$ cat src/rtl/vafu_pkg.sv
// ----------------------------------------------------------------------------
// vafu_pkg
// Shared types, constants and saturation helpers for the vertical
// altitude/velocity fusion unit.
// ----------------------------------------------------------------------------
package vafu_pkg;

  // field widths
  localparam int QUAT_FRAC_BITS = 14;
  localparam int ROT_SHIFT      = 2 * QUAT_FRAC_BITS;
  localparam int ACC_W          = 19;
  localparam int Q_W            = 16;
  localparam int ALT_W          = 25;
  localparam int TIME_W         = 32;
  localparam int WACC_W         = 20;
  localparam int VEL_W          = 22;
  localparam int TAU_W          = 24;
  localparam int GAP_W          = 20;

  // physical constants and limits
  localparam int GRAVITY_MM = 9810;
  localparam int US_PER_S   = 1000000;
  localparam int ACC_LIM    = 500000;
  localparam int VEL_LIM    = 2000000;
  localparam int ALT_LO     = -1000000;
  localparam int ALT_HI     = 16000000;

  // divider geometry: magnitude bits and radix-4 iteration count
  localparam int DIV_W      = 52;
  localparam int DIV_STEPS  = DIV_W / 2;

  // queue between front and back
  localparam int FQ_DEPTH   = 2;
  localparam int FQ_PTR_W   = $clog2(FQ_DEPTH);

  // result status codes
  typedef enum logic [1:0] {
    ST_INIT   = 2'd0,
    ST_UPDATE = 2'd1,
    ST_SKIP   = 2'd2
  } status_t;

  // configuration register indexes
  typedef enum logic [1:0] {
    CFG_TAU_BARO = 2'd0,
    CFG_TAU_VEL  = 2'd1,
    CFG_TAU_ALT  = 2'd2,
    CFG_MAX_GAP  = 2'd3
  } cfg_idx_t;

  // quaternion component select codes
  localparam logic [1:0] QS_W = 2'd0;
  localparam logic [1:0] QS_X = 2'd1;
  localparam logic [1:0] QS_Y = 2'd2;
  localparam logic [1:0] QS_Z = 2'd3;

  // quaternion product order: xx yy zz xy xz yz xw yw zw
  localparam int NUM_QP = 9;
  localparam logic [1:0] QP_A [NUM_QP] = '{QS_X, QS_Y, QS_Z, QS_X, QS_X, QS_Y, QS_X, QS_Y, QS_Z};
  localparam logic [1:0] QP_B [NUM_QP] = '{QS_X, QS_Y, QS_Z, QS_Y, QS_Z, QS_Z, QS_W, QS_W, QS_W};

  typedef struct packed {
    logic [TAU_W-1:0] tau_baro;
    logic [TAU_W-1:0] tau_vel;
    logic [TAU_W-1:0] tau_alt;
    logic [GAP_W-1:0] max_gap;
  } cfg_t;

  // one classified item handed from front to back
  typedef struct packed {
    logic signed [WACC_W-1:0] wx;
    logic signed [WACC_W-1:0] wy;
    logic signed [WACC_W-1:0] wz;
    logic signed [ALT_W-1:0]  baro;
    logic [GAP_W-1:0]         dt;
    status_t                  status;
  } fq_item_t;

  typedef enum logic [1:0] {
    F_IDLE,
    F_QPROD,
    F_ROT,
    F_PUSH
  } front_state_t;

  typedef enum logic [2:0] {
    B_IDLE,
    B_CLASS,
    B_MUL1,
    B_MUL2,
    B_DSTART,
    B_DWAIT,
    B_OUT
  } back_state_t;

  typedef enum logic [2:0] {
    P_SPD,
    P_IMU,
    P_VEL,
    P_PRD,
    P_ALT
  } phase_t;

  function automatic logic signed [WACC_W-1:0] sat_acc(input logic signed [27:0] v);
    logic signed [WACC_W-1:0] r;
    if (v < -ACC_LIM) r = WACC_W'(-ACC_LIM);
    else if (v > ACC_LIM) r = WACC_W'(ACC_LIM);
    else r = v[WACC_W-1:0];
    return r;
  endfunction

  function automatic logic signed [VEL_W-1:0] sat_vel(input logic signed [DIV_W:0] v);
    logic signed [VEL_W-1:0] r;
    if (v < -VEL_LIM) r = VEL_W'(-VEL_LIM);
    else if (v > VEL_LIM) r = VEL_W'(VEL_LIM);
    else r = v[VEL_W-1:0];
    return r;
  endfunction

  function automatic logic signed [ALT_W-1:0] sat_alt(input logic signed [DIV_W:0] v);
    logic signed [ALT_W-1:0] r;
    if (v < ALT_LO) r = ALT_W'(ALT_LO);
    else if (v > ALT_HI) r = ALT_W'(ALT_HI);
    else r = v[ALT_W-1:0];
    return r;
  endfunction

endpackage

$ cat src/rtl/vafu_front.sv
// ----------------------------------------------------------------------------
// vafu_front
// Accepts an item, rotates the acceleration into the world frame with one
// shared multiplier, classifies the time gap and queues the result.
// ----------------------------------------------------------------------------
module vafu_front
  import vafu_pkg::*;
(
  input  logic                     clk,
  input  logic                     rst_n,
  input  logic                     in_valid,
  output logic                     in_ready,
  input  logic signed [ACC_W-1:0]  in_body_accel_x,
  input  logic signed [ACC_W-1:0]  in_body_accel_y,
  input  logic signed [ACC_W-1:0]  in_body_accel_z,
  input  logic signed [Q_W-1:0]    in_quat_w,
  input  logic signed [Q_W-1:0]    in_quat_x,
  input  logic signed [Q_W-1:0]    in_quat_y,
  input  logic signed [Q_W-1:0]    in_quat_z,
  input  logic signed [ALT_W-1:0]  in_baro_altitude_mm,
  input  logic [TIME_W-1:0]        in_timestamp_us,
  input  logic [GAP_W-1:0]         max_gap,
  output logic                     push_valid,
  output fq_item_t                 push_item,
  input  logic                     push_ready
);

  front_state_t state_r, state_nxt;
  logic [4:0]               step_r;
  logic signed [ACC_W-1:0]  ax_r, ay_r, az_r;
  logic signed [Q_W-1:0]    qw_r, qx_r, qy_r, qz_r;
  logic signed [ALT_W-1:0]  baro_r;
  logic [TIME_W-1:0]        ts_r;
  logic signed [31:0]       p_r [NUM_QP];
  logic signed [53:0]       sx_r, sy_r, sz_r;
  logic                     started_r;
  logic [TIME_W-1:0]        last_ts_r;

  logic signed [33:0]       pe [NUM_QP];
  logic signed [33:0]       mul_a;
  logic signed [ACC_W-1:0]  mul_b;
  logic signed [52:0]       prod;
  logic [3:0]               k;
  logic [3:0]               j;
  logic [1:0]               row;
  logic signed [Q_W-1:0]    qa, qb;
  logic signed [26:0]       rx, ry, rz;
  logic [TIME_W-1:0]        gap;
  logic                     push_fire;

  // round to nearest, ties away from zero, by 2^ROT_SHIFT
  function automatic logic signed [26:0] rnd_rot(input logic signed [53:0] s);
    logic [53:0] mag;
    logic [53:0] qm;
    mag = s[53] ? 54'(-s) : 54'(s);
    qm  = (mag + (54'd1 << (ROT_SHIFT-1))) >> ROT_SHIFT;
    return s[53] ? -$signed(27'(qm)) : $signed(27'(qm));
  endfunction

  assign in_ready  = (state_r == F_IDLE);
  assign push_fire = (state_r == F_PUSH) && push_ready;
  assign k         = step_r[3:0];
  assign j         = 4'(step_r - 5'd9);

  // quaternion products widened for the matrix terms
  always_comb begin
    for (int i = 0; i < NUM_QP; i++) pe[i] = 34'(p_r[i]);
  end

  // operand select for the shared multiplier
  always_comb begin
    qa    = '0;
    qb    = '0;
    mul_a = '0;
    mul_b = '0;
    row   = 2'd0;
    if (state_r == F_QPROD) begin
      unique case (QP_A[k])
        QS_W: qa = qw_r;
        QS_X: qa = qx_r;
        QS_Y: qa = qy_r;
        QS_Z: qa = qz_r;
      endcase
      unique case (QP_B[k])
        QS_W: qb = qw_r;
        QS_X: qb = qx_r;
        QS_Y: qb = qy_r;
        QS_Z: qb = qz_r;
      endcase
      mul_a = 34'(qa);
      mul_b = ACC_W'(qb);
    end else begin
      // matrix entry (off identity) times body acceleration
      case (j)
        4'd0: begin mul_a = -((pe[1] + pe[2]) <<< 1); mul_b = ax_r; row = 2'd0; end
        4'd1: begin mul_a =  ((pe[3] - pe[8]) <<< 1); mul_b = ay_r; row = 2'd0; end
        4'd2: begin mul_a =  ((pe[4] + pe[7]) <<< 1); mul_b = az_r; row = 2'd0; end
        4'd3: begin mul_a =  ((pe[3] + pe[8]) <<< 1); mul_b = ax_r; row = 2'd1; end
        4'd4: begin mul_a = -((pe[0] + pe[2]) <<< 1); mul_b = ay_r; row = 2'd1; end
        4'd5: begin mul_a =  ((pe[5] - pe[6]) <<< 1); mul_b = az_r; row = 2'd1; end
        4'd6: begin mul_a =  ((pe[4] - pe[7]) <<< 1); mul_b = ax_r; row = 2'd2; end
        4'd7: begin mul_a =  ((pe[5] + pe[6]) <<< 1); mul_b = ay_r; row = 2'd2; end
        4'd8: begin mul_a = -((pe[0] + pe[1]) <<< 1); mul_b = az_r; row = 2'd2; end
        default: begin mul_a = '0; mul_b = '0; row = 2'd0; end
      endcase
    end
    prod = mul_a * mul_b;
  end

  // world acceleration, gap check and queued item
  always_comb begin
    rx  = rnd_rot(sx_r);
    ry  = rnd_rot(sy_r);
    rz  = rnd_rot(sz_r);
    gap = ts_r - last_ts_r;
    push_item.wx   = sat_acc(28'(ax_r) + 28'(rx));
    push_item.wy   = sat_acc(28'(ay_r) + 28'(ry));
    push_item.wz   = sat_acc(28'(az_r) + 28'(rz) - 28'(GRAVITY_MM));
    push_item.baro = baro_r;
    push_item.dt   = gap[GAP_W-1:0];
    if (!started_r) push_item.status = ST_INIT;
    else if (gap == '0 || gap > TIME_W'(max_gap)) push_item.status = ST_SKIP;
    else push_item.status = ST_UPDATE;
    push_valid = (state_r == F_PUSH);
  end

  // sequencer next state
  always_comb begin
    state_nxt = state_r;
    unique case (state_r)
      F_IDLE:  if (in_valid) state_nxt = F_QPROD;
      F_QPROD: if (step_r == 5'd8) state_nxt = F_ROT;
      F_ROT:   if (step_r == 5'd17) state_nxt = F_PUSH;
      F_PUSH:  if (push_ready) state_nxt = F_IDLE;
    endcase
  end

  // control and time state
  always_ff @(posedge clk) begin
    if (!rst_n) begin
      state_r   <= F_IDLE;
      started_r <= 1'b0;
      last_ts_r <= '0;
    end else begin
      state_r <= state_nxt;
      if (push_fire) begin
        started_r <= 1'b1;
        last_ts_r <= ts_r;
      end
    end
  end

  // datapath
  always_ff @(posedge clk) begin
    unique case (state_r)
      F_IDLE: begin
        if (in_valid) begin
          ax_r   <= in_body_accel_x;
          ay_r   <= in_body_accel_y;
          az_r   <= in_body_accel_z;
          qw_r   <= in_quat_w;
          qx_r   <= in_quat_x;
          qy_r   <= in_quat_y;
          qz_r   <= in_quat_z;
          baro_r <= in_baro_altitude_mm;
          ts_r   <= in_timestamp_us;
          step_r <= '0;
          sx_r   <= '0;
          sy_r   <= '0;
          sz_r   <= '0;
        end
      end
      F_QPROD: begin
        p_r[k] <= prod[31:0];
        step_r <= step_r + 5'd1;
      end
      F_ROT: begin
        unique case (row)
          2'd0:    sx_r <= sx_r + 54'(prod);
          2'd1:    sy_r <= sy_r + 54'(prod);
          default: sz_r <= sz_r + 54'(prod);
        endcase
        step_r <= step_r + 5'd1;
      end
      F_PUSH: begin
      end
    endcase
  end

endmodule

$ cat config.mk
export PLATFORM = sky130hd
export DESIGN_NAME = vafu_front
export DESIGN_NICKNAME = d
export VERILOG_FILES = /design/src/rtl/vafu_pkg.sv /design/src/rtl/vafu_front.sv
export SDC_FILE = /design/constraint.sdc
export NUM_CORES = 2
export LEC_CHECK = 0
export ABC_CLOCK_PERIOD_IN_PS = 19200
export BUFFER_PORTS_ARGS = -buffer_cell sky130_fd_sc_hd__buf_4
export CORE_UTILIZATION = 40
export DETAILED_ROUTE_END_ITERATION = 10
export SYNTH_ARGS = -nofsm -noshare
export SYNTH_HDL_FRONTEND = slang
export SYNTH_SLANG_ARGS = --single-unit
export TNS_END_PERCENT = 10
$ cat constraint.sdc
create_clock -name clk -period 19.2 [get_ports clk]
set_input_delay 3.84 -clock clk [delete_from_list [all_inputs] [get_ports clk]]
set_output_delay 3.84 -clock clk [all_outputs]
set_load 0.005 [all_outputs]
==> impl_results.md <==
- Final setup fails: 0
- Post-synth ARST share: 0%
- Post-Route WL: 295000 um
- Max stage delay on crit path: 0.83 ns
- First-pass GRT wire length: 447000 um
- Worst slew pin tran: 1.33 ns
- IO Port Bufs: 310
- R2R cell count: 55
- Hold depth: 2
- Worst-Skew Late Latency: 0.77 ns
- CP Launch Type: register
- Post-route setup TNS: 0 ns
- Crit end category: register
- Initial DRC Count: roughly 6000
- Top FF cell, synth: edfxtp_1
- Synth area leaders: edfxtp_1, fa_1, ha_1
- Area leader, netlist: edfxtp_1
- Pin count of the biggest net entering global routing: 118
- Synthesized instance count: 9748
- Commonest non-fill, non-tap cell in the layout: inv_1
- # IOs: 311
- Placed cell areas: 91200 um^2
- Final-report hold violation count: 0
- Dpl hpwl: 235000 um
- Sequential fraction of the synthesis area: 23.1%
- Core area: ~210000 um^2
- CP Class: reg -> reg
- Nets: 11400
- Initial Utilization: 40.2%
- Buf/Inv on CP: 6
- Final ANT Viol Nets: 0
- CP top delay family: compound AO/OA/AOI/OAI gates
- Final slew viol count: 0
- TritonCTS clock tree: done
- WP data required: 19.72 ns
- Die area: 215000 um^2
- Ys Warns: 0
- Critical path depth: 55
- DRT Pass-1 Iters: 9
- Via count: 75200
- Clock skew: 0.0791 ns
- Chip width: 464 um
- Congestion Overflow GR: 0
- Worst path slowest cell: xor2_1
- Arrival @ worst endpoint: around 18 ns
- WL per Instance: between 20 and 25 um
- Clock Tree Root: clkbuf_16
- Top cell type's share of synthesized area: 22.3%
- Outcome: complete, but fails checks
- Worst Path Max Fanout: 23
- # H-tree levels: 3
- Synth Register Bits: 668
- P&R area growth vs syn: 10.5%
- Number of global-route vias before repair: 74800
- Gp weighted congestion: 0.997
- Synth Cell Area: 85400 um^2
- Residual DRC: 16
- Vias per cell: roughly 5.9
- Die height: ~460 um
- Maxcap violations: 0
- Inserted Clock Buffers: 87
- Post-CTS setup buffers: 0
- # clock sinks: 668
- RSZ-0062 raised after global routing: false
- Total GRT Usage: 26.9%
- Synth Net Count: 11300
- Most frequent cells in the layout: inv_1, nand2_1, nor2_1
- Worst min-delay path class: reg -> reg
- Tcrit/Tclk final: around nine tenths
- Rel. slew slack: 11.0%
- Distinct cell type count after synthesis: 114
- Number of synthesized flops with an enable pin: 633
- Period minus WS final: 16.99 ns
- CTS Buffer Depth: 3
- Most common cell on crit path: fa_1
- CTS clk-pin slew, worst paths: 0.06 ns
- Share of layout cells above drive strength 1: under 10%
- Cts hold-fix bufs: 0
- Mean Syn Cell Area: 8.76 um^2
- Achievable clock frequency: 0.0589 GHz
- Failing checks: design-rule violations
- Post_cts resized: 0
- Initial antenna violation count: 9
- Num rows: 169
- Finished Cell Area: 94300 um^2
-- flip-flops by register name (all words and copies together) (netlist names), 19 cells and up --
register and count:
az_r 19, sy_r 54, p_r 288, ts_r 32, ax_r 19, baro_r 25
sz_r 54, last_ts_r 32, ay_r 19, sx_r 54
-- Yosys cell counts (all sizes together), types with 210 or more instances --
library cell	n
a21o	258
a21oi	587
clkbuf	329
edfxtp	633
fa	638
ha	684
inv	987
nand2	933
nor2	749
nor3	210
o21ai	451
xnor2	480
xor2	279
-- routing by layer --
layer  track usage [%]  vias to the layer above  part of all wire, %  routed length, um
met5                 0                        -               0.0044                 13
met4              13.6                        2                  5.6              16600
met3              4.34                      544                  6.7              19800
met2              44.0                     2670                   46             135000
met1              34.3                    37000                   42             123000
li1                  -                    34900                    -                  -
-- cell families after synthesis --
group / synth area share, %
mux: 0.875
buf+inv: 6.07
flops: 23.1
fa+ha+maj: 25.0
simple gates: 18.0
xor+xnor: 7.81
compound gates: 19.2
-- layout make-up --
type	count	area, um^2
diodes	5	12.5
clock buffers	99	2290
clock inverters	61	792
fillers	20600	118000
inverters	988	3720
multi-input cells	7716	60800
flip-flops and latches	668	19700
well taps	2821	3530
repair buffers	464	3480
-- tightest hold or removal path: stages, from the launching register on --
cell,delay [ns]
dfxtp_1,0.30
nand2_1,0.05
a21boi_0,0.06
-- final timing paths --
path | startpoint | end | slack (ns)
worst max-delay path | step_r[0] | sy_r[52] | 2.21
worst min-delay path | last_ts_r[24] | last_ts_r[24] | 0.46
worst max register to register | step_r[0] | sy_r[52] | 2.21
worst min register to register | last_ts_r[24] | last_ts_r[24] | 0.46
-- through the flow --
stage	utilization, %	hold WS (ns)	setup WS (ns)	cells
after floorplan	-	0.443	5.33	9748
after global placement	43.0	0.451	2.72	12700
after detailed placement	43.0	0.457	2.44	12700
after CTS	44.5	0.465	2.40	12800
after global routing	44.5	0.478	1.38	12800
final	44.5	0.463	2.21	12800
Power is left out: the tool's default activity adds up to more than one toggle a clock period on the data nets, which glitch-free logic cannot reach.
