`src/rtl/vafu_pkg.sv`:
```
// ----------------------------------------------------------------------------
// vafu_pkg
// Shared types, constants and saturation helpers for the vertical
// altitude/velocity fusion unit.
// ----------------------------------------------------------------------------
package vafu_pkg;

  // field widths
  localparam int QUAT_FRAC_BITS = 14;
  localparam int ROT_SHIFT      = 2 * QUAT_FRAC_BITS;
  localparam int ACC_W          = 19;
  localparam int Q_W            = 16;
  localparam int ALT_W          = 25;
  localparam int TIME_W         = 32;
  localparam int WACC_W         = 20;
  localparam int VEL_W          = 22;
  localparam int TAU_W          = 24;
  localparam int GAP_W          = 20;

  // physical constants and limits
  localparam int GRAVITY_MM = 9810;
  localparam int US_PER_S   = 1000000;
  localparam int ACC_LIM    = 500000;
  localparam int VEL_LIM    = 2000000;
  localparam int ALT_LO     = -1000000;
  localparam int ALT_HI     = 16000000;

  // divider geometry: magnitude bits and radix-4 iteration count
  localparam int DIV_W      = 52;
  localparam int DIV_STEPS  = DIV_W / 2;

  // queue between front and back
  localparam int FQ_DEPTH   = 2;
  localparam int FQ_PTR_W   = $clog2(FQ_DEPTH);

  // result status codes
  typedef enum logic [1:0] {
    ST_INIT   = 2'd0,
    ST_UPDATE = 2'd1,
    ST_SKIP   = 2'd2
  } status_t;

  // configuration register indexes
  typedef enum logic [1:0] {
    CFG_TAU_BARO = 2'd0,
    CFG_TAU_VEL  = 2'd1,
    CFG_TAU_ALT  = 2'd2,
    CFG_MAX_GAP  = 2'd3
  } cfg_idx_t;

  // quaternion component select codes
  localparam logic [1:0] QS_W = 2'd0;
  localparam logic [1:0] QS_X = 2'd1;
  localparam logic [1:0] QS_Y = 2'd2;
  localparam logic [1:0] QS_Z = 2'd3;

  // quaternion product order: xx yy zz xy xz yz xw yw zw
  localparam int NUM_QP = 9;
  localparam logic [1:0] QP_A [NUM_QP] = '{QS_X, QS_Y, QS_Z, QS_X, QS_X, QS_Y, QS_X, QS_Y, QS_Z};
  localparam logic [1:0] QP_B [NUM_QP] = '{QS_X, QS_Y, QS_Z, QS_Y, QS_Z, QS_Z, QS_W, QS_W, QS_W};

  typedef struct packed {
    logic [TAU_W-1:0] tau_baro;
    logic [TAU_W-1:0] tau_vel;
    logic [TAU_W-1:0] tau_alt;
    logic [GAP_W-1:0] max_gap;
  } cfg_t;

  // one classified item handed from front to back
  typedef struct packed {
    logic signed [WACC_W-1:0] wx;
    logic signed [WACC_W-1:0] wy;
    logic signed [WACC_W-1:0] wz;
    logic signed [ALT_W-1:0]  baro;
    logic [GAP_W-1:0]         dt;
    status_t                  status;
  } fq_item_t;

  typedef enum logic [1:0] {
    F_IDLE,
    F_QPROD,
    F_ROT,
    F_PUSH
  } front_state_t;

  typedef enum logic [2:0] {
    B_IDLE,
    B_CLASS,
    B_MUL1,
    B_MUL2,
    B_DSTART,
    B_DWAIT,
    B_OUT
  } back_state_t;

  typedef enum logic [2:0] {
    P_SPD,
    P_IMU,
    P_VEL,
    P_PRD,
    P_ALT
  } phase_t;

  function automatic logic signed [WACC_W-1:0] sat_acc(input logic signed [27:0] v);
    logic signed [WACC_W-1:0] r;
    if (v < -ACC_LIM) r = WACC_W'(-ACC_LIM);
    else if (v > ACC_LIM) r = WACC_W'(ACC_LIM);
    else r = v[WACC_W-1:0];
    return r;
  endfunction

  function automatic logic signed [VEL_W-1:0] sat_vel(input logic signed [DIV_W:0] v);
    logic signed [VEL_W-1:0] r;
    if (v < -VEL_LIM) r = VEL_W'(-VEL_LIM);
    else if (v > VEL_LIM) r = VEL_W'(VEL_LIM);
    else r = v[VEL_W-1:0];
    return r;
  endfunction

  function automatic logic signed [ALT_W-1:0] sat_alt(input logic signed [DIV_W:0] v);
    logic signed [ALT_W-1:0] r;
    if (v < ALT_LO) r = ALT_W'(ALT_LO);
    else if (v > ALT_HI) r = ALT_W'(ALT_HI);
    else r = v[ALT_W-1:0];
    return r;
  endfunction

endpackage

```
`src/rtl/vafu_fifo.sv`:
```
// ----------------------------------------------------------------------------
// vafu_fifo
// Short queue of classified items between the front and the back.
// ----------------------------------------------------------------------------
module vafu_fifo
  import vafu_pkg::*;
(
  input  logic     clk,
  input  logic     rst_n,
  input  logic     push,
  input  fq_item_t push_item,
  output logic     full,
  input  logic     pop,
  output logic     empty,
  output fq_item_t head
);

  fq_item_t              mem_r [FQ_DEPTH];
  logic [FQ_PTR_W-1:0]   wr_ptr_r;
  logic [FQ_PTR_W-1:0]   rd_ptr_r;
  logic [FQ_PTR_W:0]     cnt_r;

  assign full  = (cnt_r == (FQ_PTR_W+1)'(FQ_DEPTH));
  assign empty = (cnt_r == '0);
  assign head  = mem_r[rd_ptr_r];

  // pointers and fill count
  always_ff @(posedge clk) begin
    if (!rst_n) begin
      wr_ptr_r <= '0;
      rd_ptr_r <= '0;
      cnt_r    <= '0;
    end else begin
      if (push && !full) begin
        wr_ptr_r <= (wr_ptr_r == FQ_PTR_W'(FQ_DEPTH-1)) ? '0 : wr_ptr_r + 1'b1;
      end
      if (pop && !empty) begin
        rd_ptr_r <= (rd_ptr_r == FQ_PTR_W'(FQ_DEPTH-1)) ? '0 : rd_ptr_r + 1'b1;
      end
      if ((push && !full) && !(pop && !empty)) cnt_r <= cnt_r + 1'b1;
      else if (!(push && !full) && (pop && !empty)) cnt_r <= cnt_r - 1'b1;
    end
  end

  // storage
  always_ff @(posedge clk) begin
    if (push && !full) mem_r[wr_ptr_r] <= push_item;
  end

endmodule

```
`config.mk`:
```
export PLATFORM = sky130hd
export DESIGN_NAME = vafu_fifo
export DESIGN_NICKNAME = d
export VERILOG_FILES = /design/src/rtl/vafu_pkg.sv /design/src/rtl/vafu_fifo.sv
export SDC_FILE = /design/constraint.sdc
export NUM_CORES = 1
export LEC_CHECK = 0
export ABC_CLOCK_PERIOD_IN_PS = 5300
export CORE_ASPECT_RATIO = 2
export CORE_MARGIN = 3
export CORE_UTILIZATION = 50
export CTS_CLUSTER_SIZE = 28
export DETAILED_ROUTE_END_ITERATION = 12
export DONT_BUFFER_PORTS = 1
export PLACE_DENSITY = 0.65
export SYNTH_ARGS = -nofsm -noshare
export SYNTH_HDL_FRONTEND = slang
export SYNTH_SLANG_ARGS = --single-unit
```
`constraint.sdc`:
```
create_clock -name clk -period 5.3 [get_ports clk]
set_input_delay 0.265 -clock clk [delete_from_list [all_inputs] [get_ports clk]]
set_output_delay 0.265 -clock clk [all_outputs]
set_load 0.005 [all_outputs]
```
==> impl_metrics.tcl, run 1 <==
set metrics [dict create \
    grt_max_degree 57 \
    fmax_mhz 347 \
    cts_tree "yes" \
    finalSetupTns_ns 0 \
    routed_via_density 5.29 \
    vias 3663 \
    rr_worst_depth 3 \
    wl_met2_um 8210 \
    top_layer_used "met4" \
    max_slew_margin_pct 46.6 \
    synth.avg_cell_area_um2 22.5 \
    core_mm2 0.0158 \
    p_leak_nw 3.33 \
    dpl_cell_area_mm2 0.00827 \
    crit_path_max_fanout 55 \
    cts_inserted_buffers 19 \
    place_hpwl_um 9510 \
    synth_edf_count 214 \
    slew_violations 0 \
    finalWirelength_um 14700 \
    worst_ep_arrival_time_ns 2.62 \
    overflow 0 \
    synth_warnings 0 \
    clk_pin_slew_ns 0.06 \
    port_buffers 0 \
    ys_ff_latch 219 \
    max_cap_violations 0 \
    synth_area_mm2 0.00807 \
    ant_nets 0 \
    grt_pass1_wl_um 21300 \
    met3_length_um 1010 \
    setup-violations-final 0 \
    drcViolationCount 0 \
    start_util_pct 51.1 \
    wl_met1_um 4800 \
    grt_antenna_before_repair 0 \
    io_pins 220 \
    final.period_utilization_pct 54.4 \
    netlist_instances 358 \
    grt_usage_pct 16.1 \
    nNetsFinal 591 \
    timing.rr.start "cnt_r[0]" \
    cp-start-kind "register" \
    syn_nets 470 \
    finalHoldViolCount 0 \
    area_growth_pct 22.7 \
    yosysSeqAreaShare_pct 80.9 \
    die_w_um 95.8 \
    power_density_mw_per_mm2 440 \
    synthFlopType "edfxtp_1" \
    ys_types 22 \
    final_area_mm2 0.00990 \
    end_kind "output pin" \
    rrSetupSlack_ns 2.88 \
    wl_per_cell_um 21.3 \
    required_ns 5.04 \
    synth_common_cells "edfxtp_1 (214), mux2_2 (77), mux2_4 (30)" \
    async_flop_share_pct 0 \
    cts_resized 0 \
    total_power_mw 4.35 \
    clk-insertion-delay-late_ns 0.48 \
    synth_top_cell_by_area "edfxtp_1" \
    clock-sinks 219 \
    htree_levels 1 \
    rsz0062_at_grt "no" \
    path_class "reg2out" \
    fp.dieH_um 186 \
    layout-drive-gt1-share_pct 28.2 \
    critical_path.endpoint "head[101]" \
    holdBufCountCts 108 \
    die-area_mm2 0.0178 \
    gp_congestion 0.742 \
    synth_top_cell_area_share_pct 79.6 \
    r2r_end "mem_r[1][10]" \
    cts_root_buf "clkbuf_16" \
    post-route-min-period_ns 2.88 \
    rows 65 \
    dr.pass1.iters 6 \
    synth_area_leaders "edfxtp_1 (80%), mux2_2 (11%), mux2_4 (5.6%)" \
    ir_worst_vdd_uv 335 \
    worst_slew_pin_slew_ns 0.802 \
    fin_skew_ns 0.0174 \
    drtIter0Drc 94 \
    status "finished clean" \
    clockBufferDepth 3 \
    synth.most_common_cell "edfxtp_1" \
    grt_pass1_vias 3885 \
    post_cts_buffers 0 \
    hold_path.class "in2reg" \
]
-- cells by family after synthesis --
logic type,count (synthesis),synth area share [%]
adders and majority gates,1,0.155
xor gates and xnor gates,3,0.326
buffers and inverters,14,1.22
muxes,107,16.3
AOI/OAI and AO/OA,5,0.403
DFF,219,80.9
and+or+nand+nor,9,0.682
-- final cells by class --
type                            instances  area (um^2)
Sequential cell                       219         6530
Fill cell                            1108         5880
Multi-Input combinational cell        125         1460
Timing Repair Buffer                  112         1110
Clock buffer                           23          490
Tap cell                              201          251
Clock inverter                          9         48.8
Inverter                                2         7.51
Antenna cell                            1         2.50
-- sequential cells by signal, summed over array words and instances (netlist names), named ones only --
name / count
cnt_r: 2
mem_r: 214
rd_ptr_r: 1
wr_ptr_r: 1
-- worst min path at each step --
stage / slack, ns / from / cells after the start / to
final: 0.05 / push / 2 / wr_ptr_r
after global routing: 0.07 / push / 2 / wr_ptr_r
after CTS: 0.03 / push / 2 / wr_ptr_r
after detailed placement: 0.36 / push_item[49] / 0 / mem_r[0][49]
after global placement: 0.36 / push_item[51] / 0 / mem_r[0][51]
after floorplan: 0.36 / push_item[0] / 0 / mem_r[0][0]
-- where the power goes --
part	switching, mW	internal, mW	leakage [nW]
registers	0.120	2.18	2.04
logic	0.417	0.423	1.03
clock network	0.554	0.661	0.260
total	1.09	3.26	3.33
-- metal layers --
| metal | up-vias | global-route usage [%] |
|---|---|---|
| li1 | 1655 | - |
| met1 | 1806 | 16.0 |
| met2 | 154 | 29.3 |
| met3 | 48 | 4.73 |
| met4 | 0 | 8.44 |
| met5 | - | 0 |
-- critical path: stages (launching register included) --
cell and delay [ns]:
dfxtp_4 0.86, buf_4 0.72, mux2_2 0.46
-- through the flow --
stage | utilization, % | hold slack [ns] | instances | setup WS [ns]
2_1_floorplan | - | 0.364 | 358 | 0.0539
3_3_place_gp | 52.4 | 0.364 | 551 | 2.90
3_5_place_dp | 52.4 | 0.364 | 551 | 2.85
4_1_cts | 62.7 | 0.0301 | 691 | 2.35
5_1_grt | 62.7 | 0.0654 | 691 | 2.26
6_report | 62.7 | 0.0519 | 692 | 2.42
-- layout by cell type (no fill, tap or decap), types with 3 or more instances in the layout --
cell | netlist | layout
dfxtp_1 | 5 | 4
and2_1 | 3 | 3
mux2_2 | 77 | 77
clkbuf_16 | 0 | 19
clkinv_1 | 0 | 5
edfxtp_1 | 214 | 214
mux2_4 | 30 | 30
buf_4 | 0 | 4
dlygate4sd3_1 | 0 | 108
clkbuf_1 | 0 | 4
(Power assumes the default switching activity.)
==> run 2: changes to the inputs <==
--- a/config.mk
+++ b/config.mk
@@ -5,14 +5,15 @@
 export SDC_FILE = /design/constraint.sdc
 export NUM_CORES = 1
 export LEC_CHECK = 0
-export ABC_CLOCK_PERIOD_IN_PS = 5300
+export ABC_AREA = 1
+export ABC_CLOCK_PERIOD_IN_PS = 2800
 export CORE_ASPECT_RATIO = 2
 export CORE_MARGIN = 3
 export CORE_UTILIZATION = 50
 export CTS_CLUSTER_SIZE = 28
 export DETAILED_ROUTE_END_ITERATION = 12
 export DONT_BUFFER_PORTS = 1
-export PLACE_DENSITY = 0.65
+export PLACE_DENSITY = 0.62
 export SYNTH_ARGS = -nofsm -noshare
 export SYNTH_HDL_FRONTEND = slang
 export SYNTH_SLANG_ARGS = --single-unit
==> constraint.sdc (replaced) <==
create_clock -name clk -period 2.8 [get_ports clk]
set_input_delay 0.14 -clock clk [delete_from_list [all_inputs] [get_ports clk]]
set_output_delay 0.14 -clock clk [all_outputs]
set_load 0.005 [all_outputs]
==> run 2 against run 1 <==
  * Clock skew shrank 0.0038 ns
  * Die area is essentially flat
  * Via count grew 1.4%
  * Clock power grew 130%
  * Critical path depth is the same
  * Largest cell class unchanged
  * Largest power group unchanged
==> impl_metrics.tcl, run 2 <==
set metrics [dict create \
    max_cap_violations 0 \
    synth_top_cell_by_area "edfxtp_1" \
    finalWirelength_um 14600 \
    die_w_um 95.9 \
    routed_via_density 5.23 \
    cp-start-kind "register" \
    dr.pass1.iters 4 \
    final.period_utilization_pct 72.8 \
    cp_cell_sequence "buf_12 > mux2_2" \
    synth_edf_count 214 \
    crit_buf_inv 1 \
    fin_skew_ns 0.0136 \
    io_pins 220 \
    die-area_mm2 0.0178 \
    syn_nets 483 \
    synth_warnings 0 \
    yosys.area_share.simple_pct 0.930 \
    yosysSeqAreaShare_pct 80.8 \
    start_util_pct 51.2 \
    ys_ff_latch 219 \
    overflow 0 \
    ant_nets 0 \
    vias 3715 \
    worst_slew_pin_slew_ns 0.524 \
    cts_inserted_buffers 19 \
    total_power_mw 8.58 \
    clk-insertion-delay-late_ns 0.48 \
    power_density_mw_per_mm2 847 \
    synth_common_cells "edfxtp_1 (214), mux2_2 (77), mux2_4 (30)" \
    drcViolationCount 0 \
    crit_path_max_fanout 45 \
    fmax_mhz 491 \
    worst_ep_arrival_time_ns 1.90 \
    path_delay_family "flip-flops" \
    port_buffers 0 \
    hold_path.class "in2reg" \
    synthMuxAreaShare_pct 16.3 \
    post_cts_buffers 0 \
    synth.avg_cell_area_um2 21.8 \
    final_util_pct 64.2 \
    required_ns 2.66 \
    largest_register_ffs 214 \
    fillers 1107 \
    synth_top_cell_area_share_pct 79.6 \
    final_common_cell "edfxtp_1" \
    synth_adder_area_share_pct 0.155 \
    layout-drive-gt1-share_pct 29.3 \
    slew_violations 0 \
    synth_area_mm2 0.00808 \
    status "finished clean" \
    end_kind "output pin" \
    rrSetupSlack_ns 1.16 \
    place_hpwl_um 9640 \
    drtIter0Drc 141 \
    rows 65 \
    p_leak_nw 3.46 \
    clock-sinks 219 \
    clk_pin_slew_ns 0.06 \
    ir_worst_vdd_uv 834 \
    synth_area_leaders "edfxtp_1 (80%), mux2_2 (11%), mux2_4 (5.6%)" \
    gp_congestion 0.732 \
    grt_max_degree 92 \
    post-route-min-period_ns 2.04 \
    htree_levels 1 \
    largest_registers "mem_r (214), cnt_r (2)" \
    grt_antenna_before_repair 1 \
    grt_pass1_wl_um 21700 \
    async_flop_share_pct 0 \
    max_slew_margin_pct 65.0 \
    rsz0062_at_grt "no" \
    seqCellArea_mm2 0.00653 \
    path_class "reg2out" \
    synthXorXnorAreaFrac_pct 0 \
    synth.most_common_cell "edfxtp_1" \
    netlist_instances 371 \
    setup-violations-final 0 \
    nNetsFinal 608 \
    multiInputGateArea_mm2 0.00144 \
    grt_pass1_vias 4073 \
    mostFrequentLayoutCells "edfxtp_1 (214), dlygate4sd3_1 (109), mux2_2 (77), mux2_4 (30), clkbuf_16 (19)" \
    synthFlopType "edfxtp_1" \
    cp_slowest_stage_delay_ns 0.66 \
    clockBufferDepth 3 \
    area_growth_pct 25.3 \
    slowest_stage "dfxtp_4" \
    wl_per_cell_um 20.5 \
    synth_compound_area_share_pct 0.248 \
    core_mm2 0.0158 \
    grt_usage_pct 16.2 \
    cts_tree "yes" \
    synth_top_family_by_area "multiplexers" \
    largest_register "mem_r" \
    ys_types 14 \
    finalHoldViolCount 0 \
    cts_root_buf "clkbuf_16" \
    fp.dieH_um 186 \
]
==> run 2: changes by cell type in the layout (fill, tap and decap cells not counted), sizes merged, moves of 4 or more <==
cell,previous run,this run
nand2,0,6
nor2,2,11
bufinv,0,4
inv,4,12
==> run 2: path summary, 6_finish.rpt <==
path / endpoint / from / cells past startpoint
min reg2reg: rd_ptr_r / rd_ptr_r / 2
min: wr_ptr_r / push / 4
max reg2reg: mem_r[0][46] / cnt_r[0] / 4
max: head[101] / register / 2
==> run 2: layout make-up <==
class | count | share of cell area, %
tap | 201 | 2.48
inverter | 9 | 0.334
clock buffer | 20 | 4.73
multi-input combinational | 131 | 14.2
antenna | 1 | 0.0247
sequential | 219 | 64.5
clock inverter | 14 | 1.90
timing repair buffer | 116 | 11.8
==> run 2: power by group <==
group	total [mW]	leakage (nW)	switching [mW]	internal (mW)
Combinational	1.52	1.09	0.791	0.732
Clock	2.75	0.326	1.11	1.64
Sequential	4.31	2.04	0.164	4.14
==> run 2: what timing repair did <==
item,CTS,global route
resized for setup,0,0
hold buffers,109,0
hold endpoints to repair,219,0
==> run 2: logic make-up (layout without fill, tap and decap cells) <==
kind of cell             Yosys count  count (layout)
flip-flops                       219             219
multiplexers                     107             107
buffers and inverters             21             159
AND/OR/NAND/NOR                   19              19
AO/OA/AOI/OAI                      4               4
adder cells (fa/ha/maj)            1               1
other                              0               1
==> run 2: worst register-to-register path, delay by kind of cell, from the launching register on <==
kind	cells	cell delay (ns)
flip-flops	1	0.39
buffers and inverters	2	0.57
AND/OR/NAND/NOR	1	0.11
AO/OA/AOI/OAI	1	0.12
==> run 2: routing by layer <==
metal  vias up  wire length, um  global-route usage [%]
met5         -                0                    1.19
met4         0              576                    7.30
met3        32             1010                    4.25
met2       141             8280                    29.6
met1      1842             4730                    16.9
li1       1700                -                       -
==> run 2: stage by stage <==
step	setup WS [ns]	hold WS (ns)	cell area, um^2	setup TNS (ns)	instances
2_1_floorplan	-1.00	0.239	8080	-214.79	371
3_3_place_gp	1.21	0.239	8360	0	567
3_5_place_dp	1.19	0.239	8360	0	567
4_1_cts	0.721	0.0730	10100	0	710
5_1_grt	0.658	0.124	10100	0	711
6_report	0.761	0.0875	10100	0	711
