## src/rtl/vafu_pkg.sv

```systemverilog
// ----------------------------------------------------------------------------
// vafu_pkg
// Shared types, constants and saturation helpers for the vertical
// altitude/velocity fusion unit.
// ----------------------------------------------------------------------------
package vafu_pkg;

  // field widths
  localparam int QUAT_FRAC_BITS = 14;
  localparam int ROT_SHIFT      = 2 * QUAT_FRAC_BITS;
  localparam int ACC_W          = 19;
  localparam int Q_W            = 16;
  localparam int ALT_W          = 25;
  localparam int TIME_W         = 32;
  localparam int WACC_W         = 20;
  localparam int VEL_W          = 22;
  localparam int TAU_W          = 24;
  localparam int GAP_W          = 20;

  // physical constants and limits
  localparam int GRAVITY_MM = 9810;
  localparam int US_PER_S   = 1000000;
  localparam int ACC_LIM    = 500000;
  localparam int VEL_LIM    = 2000000;
  localparam int ALT_LO     = -1000000;
  localparam int ALT_HI     = 16000000;

  // divider geometry: magnitude bits and radix-4 iteration count
  localparam int DIV_W      = 52;
  localparam int DIV_STEPS  = DIV_W / 2;

  // queue between front and back
  localparam int FQ_DEPTH   = 2;
  localparam int FQ_PTR_W   = $clog2(FQ_DEPTH);

  // result status codes
  typedef enum logic [1:0] {
    ST_INIT   = 2'd0,
    ST_UPDATE = 2'd1,
    ST_SKIP   = 2'd2
  } status_t;

  // configuration register indexes
  typedef enum logic [1:0] {
    CFG_TAU_BARO = 2'd0,
    CFG_TAU_VEL  = 2'd1,
    CFG_TAU_ALT  = 2'd2,
    CFG_MAX_GAP  = 2'd3
  } cfg_idx_t;

  // quaternion component select codes
  localparam logic [1:0] QS_W = 2'd0;
  localparam logic [1:0] QS_X = 2'd1;
  localparam logic [1:0] QS_Y = 2'd2;
  localparam logic [1:0] QS_Z = 2'd3;

  // quaternion product order: xx yy zz xy xz yz xw yw zw
  localparam int NUM_QP = 9;
  localparam logic [1:0] QP_A [NUM_QP] = '{QS_X, QS_Y, QS_Z, QS_X, QS_X, QS_Y, QS_X, QS_Y, QS_Z};
  localparam logic [1:0] QP_B [NUM_QP] = '{QS_X, QS_Y, QS_Z, QS_Y, QS_Z, QS_Z, QS_W, QS_W, QS_W};

  typedef struct packed {
    logic [TAU_W-1:0] tau_baro;
    logic [TAU_W-1:0] tau_vel;
    logic [TAU_W-1:0] tau_alt;
    logic [GAP_W-1:0] max_gap;
  } cfg_t;

  // one classified item handed from front to back
  typedef struct packed {
    logic signed [WACC_W-1:0] wx;
    logic signed [WACC_W-1:0] wy;
    logic signed [WACC_W-1:0] wz;
    logic signed [ALT_W-1:0]  baro;
    logic [GAP_W-1:0]         dt;
    status_t                  status;
  } fq_item_t;

  typedef enum logic [1:0] {
    F_IDLE,
    F_QPROD,
    F_ROT,
    F_PUSH
  } front_state_t;

  typedef enum logic [2:0] {
    B_IDLE,
    B_CLASS,
    B_MUL1,
    B_MUL2,
    B_DSTART,
    B_DWAIT,
    B_OUT
  } back_state_t;

  typedef enum logic [2:0] {
    P_SPD,
    P_IMU,
    P_VEL,
    P_PRD,
    P_ALT
  } phase_t;

  function automatic logic signed [WACC_W-1:0] sat_acc(input logic signed [27:0] v);
    logic signed [WACC_W-1:0] r;
    if (v < -ACC_LIM) r = WACC_W'(-ACC_LIM);
    else if (v > ACC_LIM) r = WACC_W'(ACC_LIM);
    else r = v[WACC_W-1:0];
    return r;
  endfunction

  function automatic logic signed [VEL_W-1:0] sat_vel(input logic signed [DIV_W:0] v);
    logic signed [VEL_W-1:0] r;
    if (v < -VEL_LIM) r = VEL_W'(-VEL_LIM);
    else if (v > VEL_LIM) r = VEL_W'(VEL_LIM);
    else r = v[VEL_W-1:0];
    return r;
  endfunction

  function automatic logic signed [ALT_W-1:0] sat_alt(input logic signed [DIV_W:0] v);
    logic signed [ALT_W-1:0] r;
    if (v < ALT_LO) r = ALT_W'(ALT_LO);
    else if (v > ALT_HI) r = ALT_W'(ALT_HI);
    else r = v[ALT_W-1:0];
    return r;
  endfunction

endpackage

```

## src/rtl/vafu_div.sv

```systemverilog
// ----------------------------------------------------------------------------
// vafu_div
// Signed by unsigned divider, rounding to nearest with ties away from zero.
// Radix 4, two quotient bits per cycle.
// ----------------------------------------------------------------------------
module vafu_div
  import vafu_pkg::*;
(
  input  logic                    clk,
  input  logic                    rst_n,
  input  logic                    start,
  input  logic signed [DIV_W-1:0] dividend,
  input  logic [ALT_W-1:0]        divisor,
  output logic                    done,
  output logic signed [DIV_W:0]   quotient
);

  logic                busy_r;
  logic                done_r;
  logic [4:0]          cnt_r;
  logic [ALT_W-1:0]    rem_r;
  logic [ALT_W-1:0]    dvs_r;
  logic [DIV_W-1:0]    quo_r;
  logic                neg_r;

  logic [DIV_W-1:0]    mag;
  logic [ALT_W:0]      t1, t2;
  logic                ge1, ge2;
  logic [ALT_W-1:0]    r1, r2;

  // magnitude plus half the divisor gives round half away
  assign mag = (dividend[DIV_W-1] ? DIV_W'(-dividend) : DIV_W'(dividend))
               + DIV_W'(divisor >> 1);

  // two restoring steps per cycle
  always_comb begin
    t1  = {rem_r, quo_r[DIV_W-1]};
    ge1 = (t1 >= {1'b0, dvs_r});
    r1  = ge1 ? ALT_W'(t1 - {1'b0, dvs_r}) : t1[ALT_W-1:0];
    t2  = {r1, quo_r[DIV_W-2]};
    ge2 = (t2 >= {1'b0, dvs_r});
    r2  = ge2 ? ALT_W'(t2 - {1'b0, dvs_r}) : t2[ALT_W-1:0];
  end

  assign done     = done_r;
  assign quotient = neg_r ? -$signed({1'b0, quo_r}) : $signed({1'b0, quo_r});

  // control
  always_ff @(posedge clk) begin
    if (!rst_n) begin
      busy_r <= 1'b0;
      done_r <= 1'b0;
      cnt_r  <= '0;
    end else begin
      done_r <= !start && busy_r && (cnt_r == 5'(DIV_STEPS-1));
      if (start) begin
        busy_r <= 1'b1;
        cnt_r  <= '0;
      end else if (busy_r) begin
        cnt_r <= cnt_r + 5'd1;
        if (cnt_r == 5'(DIV_STEPS-1)) busy_r <= 1'b0;
      end
    end
  end

  // datapath
  always_ff @(posedge clk) begin
    if (start) begin
      quo_r <= mag;
      rem_r <= '0;
      dvs_r <= divisor;
      neg_r <= dividend[DIV_W-1];
    end else if (busy_r) begin
      quo_r <= {quo_r[DIV_W-3:0], ge1, ge2};
      rem_r <= r2;
    end
  end

endmodule

```

## src/rtl/vafu_back.sv

```systemverilog
// ----------------------------------------------------------------------------
// vafu_back
// Runs the three complementary blends for each queued update item with one shared
// multiplier and one shared divider, and holds the result register.
// ----------------------------------------------------------------------------
module vafu_back
  import vafu_pkg::*;
(
  input  logic                     clk,
  input  logic                     rst_n,
  input  cfg_t                     cfg,
  input  logic                     pop_valid,
  input  fq_item_t                 pop_item,
  output logic                     pop_ready,
  output logic                     out_valid,
  input  logic                     out_ready,
  output logic signed [WACC_W-1:0] out_world_accel_x,
  output logic signed [WACC_W-1:0] out_world_accel_y,
  output logic signed [WACC_W-1:0] out_world_accel_z,
  output logic signed [VEL_W-1:0]  out_baro_speed_mm_s,
  output logic signed [VEL_W-1:0]  out_fused_velocity_mm_s,
  output logic signed [ALT_W-1:0]  out_fused_altitude_mm,
  output logic [1:0]               out_update_status
);

  back_state_t state_r, state_nxt;
  phase_t      phase_r;
  fq_item_t    ent_r;

  logic signed [ALT_W-1:0]  last_baro_r;
  logic signed [VEL_W-1:0]  speed_r;
  logic signed [VEL_W-1:0]  vel_r;
  logic signed [ALT_W-1:0]  alt_r;
  logic signed [23:0]       imu_r;
  logic signed [26:0]       pred_r;
  logic signed [53:0]       prod_r;
  logic signed [53:0]       acc_r;
  logic                     out_valid_r;
  logic signed [WACC_W-1:0] out_wx_r, out_wy_r, out_wz_r;
  logic signed [VEL_W-1:0]  out_spd_r, out_vel_r;
  logic signed [ALT_W-1:0]  out_alt_r;
  status_t                  out_st_r;

  logic signed [26:0]       mul_a, mul_b;
  logic signed [53:0]       prod;
  logic signed [53:0]       dsum;
  logic signed [25:0]       diff;
  logic signed [26:0]       dt_s;
  logic [ALT_W-1:0]         divisor;
  logic                     div_done;
  logic signed [DIV_W:0]    quo;
  logic                     two_mul;
  logic                     out_free;

  assign pop_ready = (state_r == B_IDLE);
  assign out_free  = !out_valid_r || out_ready;
  assign diff      = 26'($signed(ent_r.baro)) - 26'(last_baro_r);
  assign dt_s      = $signed({7'd0, ent_r.dt});
  assign dsum      = acc_r + prod_r;
  assign two_mul   = (phase_r == P_SPD) || (phase_r == P_VEL) || (phase_r == P_ALT);

  // multiplier operands and divisor per phase
  always_comb begin
    mul_a   = '0;
    mul_b   = '0;
    divisor = ALT_W'(US_PER_S);
    if (state_r == B_MUL2) begin
      case (phase_r)
        P_SPD:   begin mul_a = 27'(diff); mul_b = 27'(US_PER_S); end
        P_VEL:   begin mul_a = dt_s; mul_b = 27'(speed_r); end
        P_ALT:   begin mul_a = dt_s; mul_b = 27'($signed(ent_r.baro)); end
        default: begin mul_a = '0; mul_b = '0; end
      endcase
    end else begin
      unique case (phase_r)
        P_SPD: begin mul_a = $signed({3'd0, cfg.tau_baro}); mul_b = 27'(speed_r); end
        P_IMU: begin mul_a = 27'($signed(ent_r.wz)); mul_b = dt_s; end
        P_VEL: begin mul_a = $signed({3'd0, cfg.tau_vel}); mul_b = 27'(imu_r); end
        P_PRD: begin mul_a = 27'(vel_r); mul_b = dt_s; end
        P_ALT: begin mul_a = $signed({3'd0, cfg.tau_alt}); mul_b = pred_r; end
      endcase
    end
    unique case (phase_r)
      P_SPD:         divisor = ALT_W'(cfg.tau_baro) + ALT_W'(ent_r.dt);
      P_VEL:         divisor = ALT_W'(cfg.tau_vel) + ALT_W'(ent_r.dt);
      P_ALT:         divisor = ALT_W'(cfg.tau_alt) + ALT_W'(ent_r.dt);
      P_IMU, P_PRD:  divisor = ALT_W'(US_PER_S);
    endcase
    prod = mul_a * mul_b;
  end

  vafu_div u_div (
    .clk      (clk),
    .rst_n    (rst_n),
    .start    (state_r == B_DSTART),
    .dividend ($signed(dsum[DIV_W-1:0])),
    .divisor  (divisor),
    .done     (div_done),
    .quotient (quo)
  );

  // sequencer next state
  always_comb begin
    state_nxt = state_r;
    unique case (state_r)
      B_IDLE:   if (pop_valid) state_nxt = B_CLASS;
      B_CLASS:  state_nxt = (ent_r.status == ST_UPDATE) ? B_MUL1 : B_OUT;
      B_MUL1:   state_nxt = two_mul ? B_MUL2 : B_DSTART;
      B_MUL2:   state_nxt = B_DSTART;
      B_DSTART: state_nxt = B_DWAIT;
      B_DWAIT:  if (div_done) state_nxt = (phase_r == P_ALT) ? B_OUT : B_MUL1;
      B_OUT:    if (out_free) state_nxt = B_IDLE;
    endcase
  end

  // control and filter state
  always_ff @(posedge clk) begin
    if (!rst_n) begin
      state_r     <= B_IDLE;
      phase_r     <= P_SPD;
      out_valid_r <= 1'b0;
      last_baro_r <= '0;
      speed_r     <= '0;
      vel_r       <= '0;
      alt_r       <= '0;
    end else begin
      state_r <= state_nxt;
      // result valid: set on load, cleared once taken
      if (state_r == B_OUT && out_free) out_valid_r <= 1'b1;
      else if (out_ready) out_valid_r <= 1'b0;
      unique case (state_r)
        B_CLASS: begin
          phase_r <= P_SPD;
          if (ent_r.status == ST_INIT) begin
            vel_r       <= '0;
            alt_r       <= sat_alt((DIV_W+1)'($signed(ent_r.baro)));
            last_baro_r <= ent_r.baro;
          end
        end
        B_DWAIT: begin
          if (div_done) begin
            unique case (phase_r)
              P_SPD: begin speed_r <= sat_vel(quo); phase_r <= P_IMU; end
              P_IMU: phase_r <= P_VEL;
              P_VEL: begin vel_r <= sat_vel(quo); phase_r <= P_PRD; end
              P_PRD: phase_r <= P_ALT;
              P_ALT: begin alt_r <= sat_alt(quo); last_baro_r <= ent_r.baro; end
            endcase
          end
        end
        default: begin
        end
      endcase
    end
  end

  // datapath registers
  always_ff @(posedge clk) begin
    if (state_r == B_IDLE && pop_valid) ent_r <= pop_item;
    if (state_r == B_MUL1) begin
      prod_r <= prod;
      acc_r  <= '0;
    end
    if (state_r == B_MUL2) begin
      prod_r <= prod;
      acc_r  <= prod_r;
    end
    if (state_r == B_DWAIT && div_done) begin
      if (phase_r == P_IMU) imu_r  <= 24'(vel_r) + $signed(quo[23:0]);
      if (phase_r == P_PRD) pred_r <= 27'(alt_r) + $signed(quo[26:0]);
    end
    if (state_r == B_OUT && out_free) begin
      out_wx_r  <= ent_r.wx;
      out_wy_r  <= ent_r.wy;
      out_wz_r  <= ent_r.wz;
      out_spd_r <= speed_r;
      out_vel_r <= vel_r;
      out_alt_r <= alt_r;
      out_st_r  <= ent_r.status;
    end
  end

  assign out_valid               = out_valid_r;
  assign out_world_accel_x       = out_wx_r;
  assign out_world_accel_y       = out_wy_r;
  assign out_world_accel_z       = out_wz_r;
  assign out_baro_speed_mm_s     = out_spd_r;
  assign out_fused_velocity_mm_s = out_vel_r;
  assign out_fused_altitude_mm   = out_alt_r;
  assign out_update_status       = out_st_r;

endmodule

```

## config.mk

```make
export PLATFORM = sky130hd
export DESIGN_NAME = vafu_back
export DESIGN_NICKNAME = d
export VERILOG_FILES = /design/src/rtl/vafu_pkg.sv /design/src/rtl/vafu_div.sv /design/src/rtl/vafu_back.sv
export SDC_FILE = /design/constraint.sdc
export NUM_CORES = 2
export LEC_CHECK = 0
export BUFFER_PORTS_ARGS = -buffer_cell sky130_fd_sc_hd__buf_4
export CAP_MARGIN = 20
export CORE_AREA = 2 2 403 405
export DETAILED_ROUTE_END_ITERATION = 8
export DIE_AREA = 0 0 405 407
export GPL_TIMING_DRIVEN = 0
export SYNTH_ARGS = -nofsm -noshare
export SYNTH_HDL_FRONTEND = slang
export SYNTH_SLANG_ARGS = --single-unit
```

## constraint.sdc

```tcl
create_clock -name clk -period 16.76 [get_ports clk]
set_input_delay 0 -clock clk [delete_from_list [all_inputs] [get_ports clk]]
set_output_delay 0 -clock clk [all_outputs]
set_load 0.1 [all_outputs]
```

==> results.md <==
* Initial antenna violation count at 14
* Die height at 407 um
* Die Footprint at 165000 sq um
* Number of enable flip-flop cells after synthesis at 471
* VDD IR-drop max at 0.173 mV
* Worst setup margin at 1.67 ns
* GRT Residual Overflow at 0
* Row Count at 147
* Outcome: finished, final reports clean
* Syn Std Cell Area at 63800 sq um
* DRC viols at 0
* Post-route insts no fill at 9792
* Gr usage total at 0.329
* Final min period at 15.09 ns
* Die width at 405 um
* Hold Vio Cnt, Final at 0
* Mapped Avg Cell Area at 9.20 sq um
* Critical path data required time at 17.16 ns
* Post-Route Setup TNS at 0 ns
* Layout cells sized above 1 at 0.0860
* Setup violators final at 0
* Register area share after synthesis at 0.263
* Hold WS at 0.0131 ns
* Max-cap violations at 0
* Place WS at 1.94 ns
* Synth Register Bits at 604
* PD cells at 102 nW/um^2
* CP max stage cell: o41ai_1
* Crit Path Max Fanout at 10
* RSZ-0062 raised after global routing: false
* Final Cycle Share at 0.900
* Critical path endpoint category: register
* Fillers at 15600
* Area grow syn2layout at 15.9%
* Via count at 56000
* Via density at 5.72
* Worst min-delay path class: input pin to register
* Nets at 8874
* Fin Clk Skew at 0.0467 ns
* Initial DRT Pass Iterations at 6
* H-tree lvl count at 3
* Slew headroom at 0.101
* Maximum clock frequency at 66.3 MHz
* Ys async rst share at 0
* Cells after DPL at 9480
* Synth cell types at 101
* Storage element area at 16800 sq um
* Worst-path clk slew at 0.06 ns
* DRT Wirelength at 271 mm
* Multi-input gate area at 42300 sq um
* IO Pins at 336
* CTS max path bufs at 3
* Most frequently used flop master after synthesis: edfxtp_1
* Final Max Tran Viols at 0
* Tot Pwr at 7.53 mW
* Postcts setup bufs at 0
* Total CTS buffers at 75
* Root Driver: clkbuf_16
* Port buffer count at 315
* Wirelength per Cell at 27.6 um
* Worst path arrival time at 15.49 ns
* CP dominant cell by count: fa_1
* Post-route ant nets at 0
* CP startpoint kind: register
* Clock latency on the worst-skew pair at 0.74 ns
* Number of global-route vias before repair at 55200
* CTS tree: yes
* First-pass GRT wire length at 388 mm
* Crit Path Class: register to register
* Mapped Cells at 6934
* Pin count of the biggest net entering global routing at 67
* CTS Sinks at 604
* Initial drt markers at 6261
* Core area at 160000 sq um
* Initial Utilization at 0.398
* Count of buffer and inverter cells on the critical path at 6
* Leak at 32.6 nW
* Ys Warns at 0
* Crit-path max cell delay at 0.98 ns
* Hpwl dp at 223 mm
* Worst-Margin Slew at 1.35 ns
* Cell family with most CP delay: compound AO/OA/AOI/OAI gates
* RePlAce Congestion at 1.06
==> where the power goes <==
group | internal (mW) | leakage, nW | switching [mW]
logic | 1.42 | 26.0 | 2.44
clock network | 0.974 | 1.23 | 0.741
registers | 1.79 | 5.43 | 0.154
==> synth_stat cells (31+ instances only) <==
master | count | area (sq um)
a21o_1 | 87 | 653
o211ai_1 | 38 | 285
and3_1 | 83 | 519
ha_1 | 377 | 4720
o21bai_1 | 38 | 285
o21ai_0 | 321 | 1610
a22oi_1 | 51 | 383
nand4_1 | 43 | 269
nor3_1 | 95 | 475
nand3_1 | 115 | 576
o21a_1 | 48 | 360
clkbuf_1 | 272 | 1020
nor4_1 | 33 | 206
nand2b_1 | 58 | 363
edfxtp_1 | 471 | 14100
nor2b_1 | 60 | 375
or3_1 | 31 | 194
a21boi_0 | 70 | 526
xnor2_1 | 217 | 1900
dfxtp_1 | 133 | 2660
mux2i_1 | 46 | 460
and2_1 | 68 | 425
nand2_1 | 786 | 2950
o31ai_1 | 43 | 323
a31oi_1 | 36 | 225
inv_1 | 1004 | 3770
nor2_1 | 644 | 2420
fa_1 | 736 | 14700
a211oi_1 | 34 | 255
a21oi_1 | 321 | 1610
xor2_1 | 106 | 928
==> metrics by stage <==
stage          cell area (sq um)  utilization
6_report                   74000        0.462
3_3_place_gp               68900        0.430
4_1_cts                    73800        0.461
3_5_place_dp               69800        0.436
2_1_floorplan              63900            -
5_1_grt                    74000        0.462
==> kinds of logic (layout without fill, tap and decap cells) <==
kind of cell / after synthesis / count (layout) / share of synthesized area
AOI/OAI and AO/OA: 1376 / 1376 / 0.142
xor gates and xnor gates: 324 / 324 / 0.0446
adders and majority gates: 1113 / 1113 / 0.305
buffers and inverters: 1315 / 1987 / 0.0783
DFF: 604 / 604 / 0.263
muxes: 73 / 73 / 0.0148
other: 2 / 28 / 0.000118
and+or+nand+nor: 2127 / 2127 / 0.152
==> worst reg2reg max path, delay by kind of cell (launching register included) <==
family | cells | cell delay, ns
compound gates | 19 | 6.53
xor+xnor | 1 | 0.72
fa+ha+maj | 9 | 4.91
buf+inv | 6 | 1.48
flops | 1 | 0.59
simple gates | 3 | 0.55
==> final cells by class <==
type,instances,share of cell area
Antenna cell,12,0.000406
Timing Repair Buffer,533,0.0624
Tap cell,2160,0.0365
Clock inverter,39,0.00516
Inverter,1004,0.0509
Buffer,311,0.0167
Multi-Input combinational cell,5029,0.572
Sequential cell,604,0.227
Clock buffer,100,0.0290
==> layout by cell type, fill, tap and decap left out, drive strengths merged, types with 60 or more instances in the layout <==
cell type | netlist | final
and2 | 70 | 70
clkbuf | 272 | 373
edfxtp | 471 | 471
xor2 | 106 | 106
buf | 39 | 420
a21oi | 321 | 321
a21o | 89 | 89
xnor2 | 218 | 218
nor2b | 60 | 60
nor3 | 95 | 95
nor2 | 644 | 644
nand3 | 116 | 116
inv | 1004 | 1012
dlygate4sd3 | 0 | 149
fa | 736 | 736
dfxtp | 133 | 133
o21ai | 332 | 332
and3 | 83 | 83
nand2 | 786 | 786
a21boi | 71 | 71
ha | 377 | 377
==> routing by layer <==
layer  vias up  track usage  part of all wire
met5         -            0           0.00011
met4         4        0.145             0.052
met3       606       0.0928              0.11
met2      2775        0.502              0.44
met1     28100        0.434              0.41
li1      24600            -                 -
==> timing repair <==
| action | CTS | global route |
|---|---|---|
| hold endpoints to repair | 121 | 1 |
| hold buffers | 148 | 1 |
| gates resized for setup | 0 | 0 |
| endpoints found under the setup margin | 0 | 0 |
==> registers in the layout, summed over array words and instances (netlist names), 2 cells and up <==
signal,count
acc_r,52
alt_r,25
dt_s,20
ent_r,87
imu_r,24
last_baro_r,25
out_baro_speed_mm_s,22
out_fused_altitude_mm,25
out_fused_velocity_mm_s,22
out_update_status,2
out_world_accel_x,20
out_world_accel_y,20
out_world_accel_z,20
phase_r,3
pred_r,27
prod_r,52
speed_r,22
state_r,3
u_div.cnt_r,5
u_div.dvs_r,25
u_div.quo_r,52
u_div.rem_r,25
vel_r,22
==> path summary, 6_finish.rpt <==
path                     start                    end  slack [ns]  cells after the start
setup / recovery     ent_r[23]             prod_r[51]        1.67                     38
hold / removal    pop_item[23]              ent_r[23]        0.01                      2
setup reg to reg     ent_r[23]             prod_r[51]        1.67                     38
hold reg to reg     ent_r[102]  out_world_accel_x[15]        0.42                      0
Power figures use the tool's default switching activity.
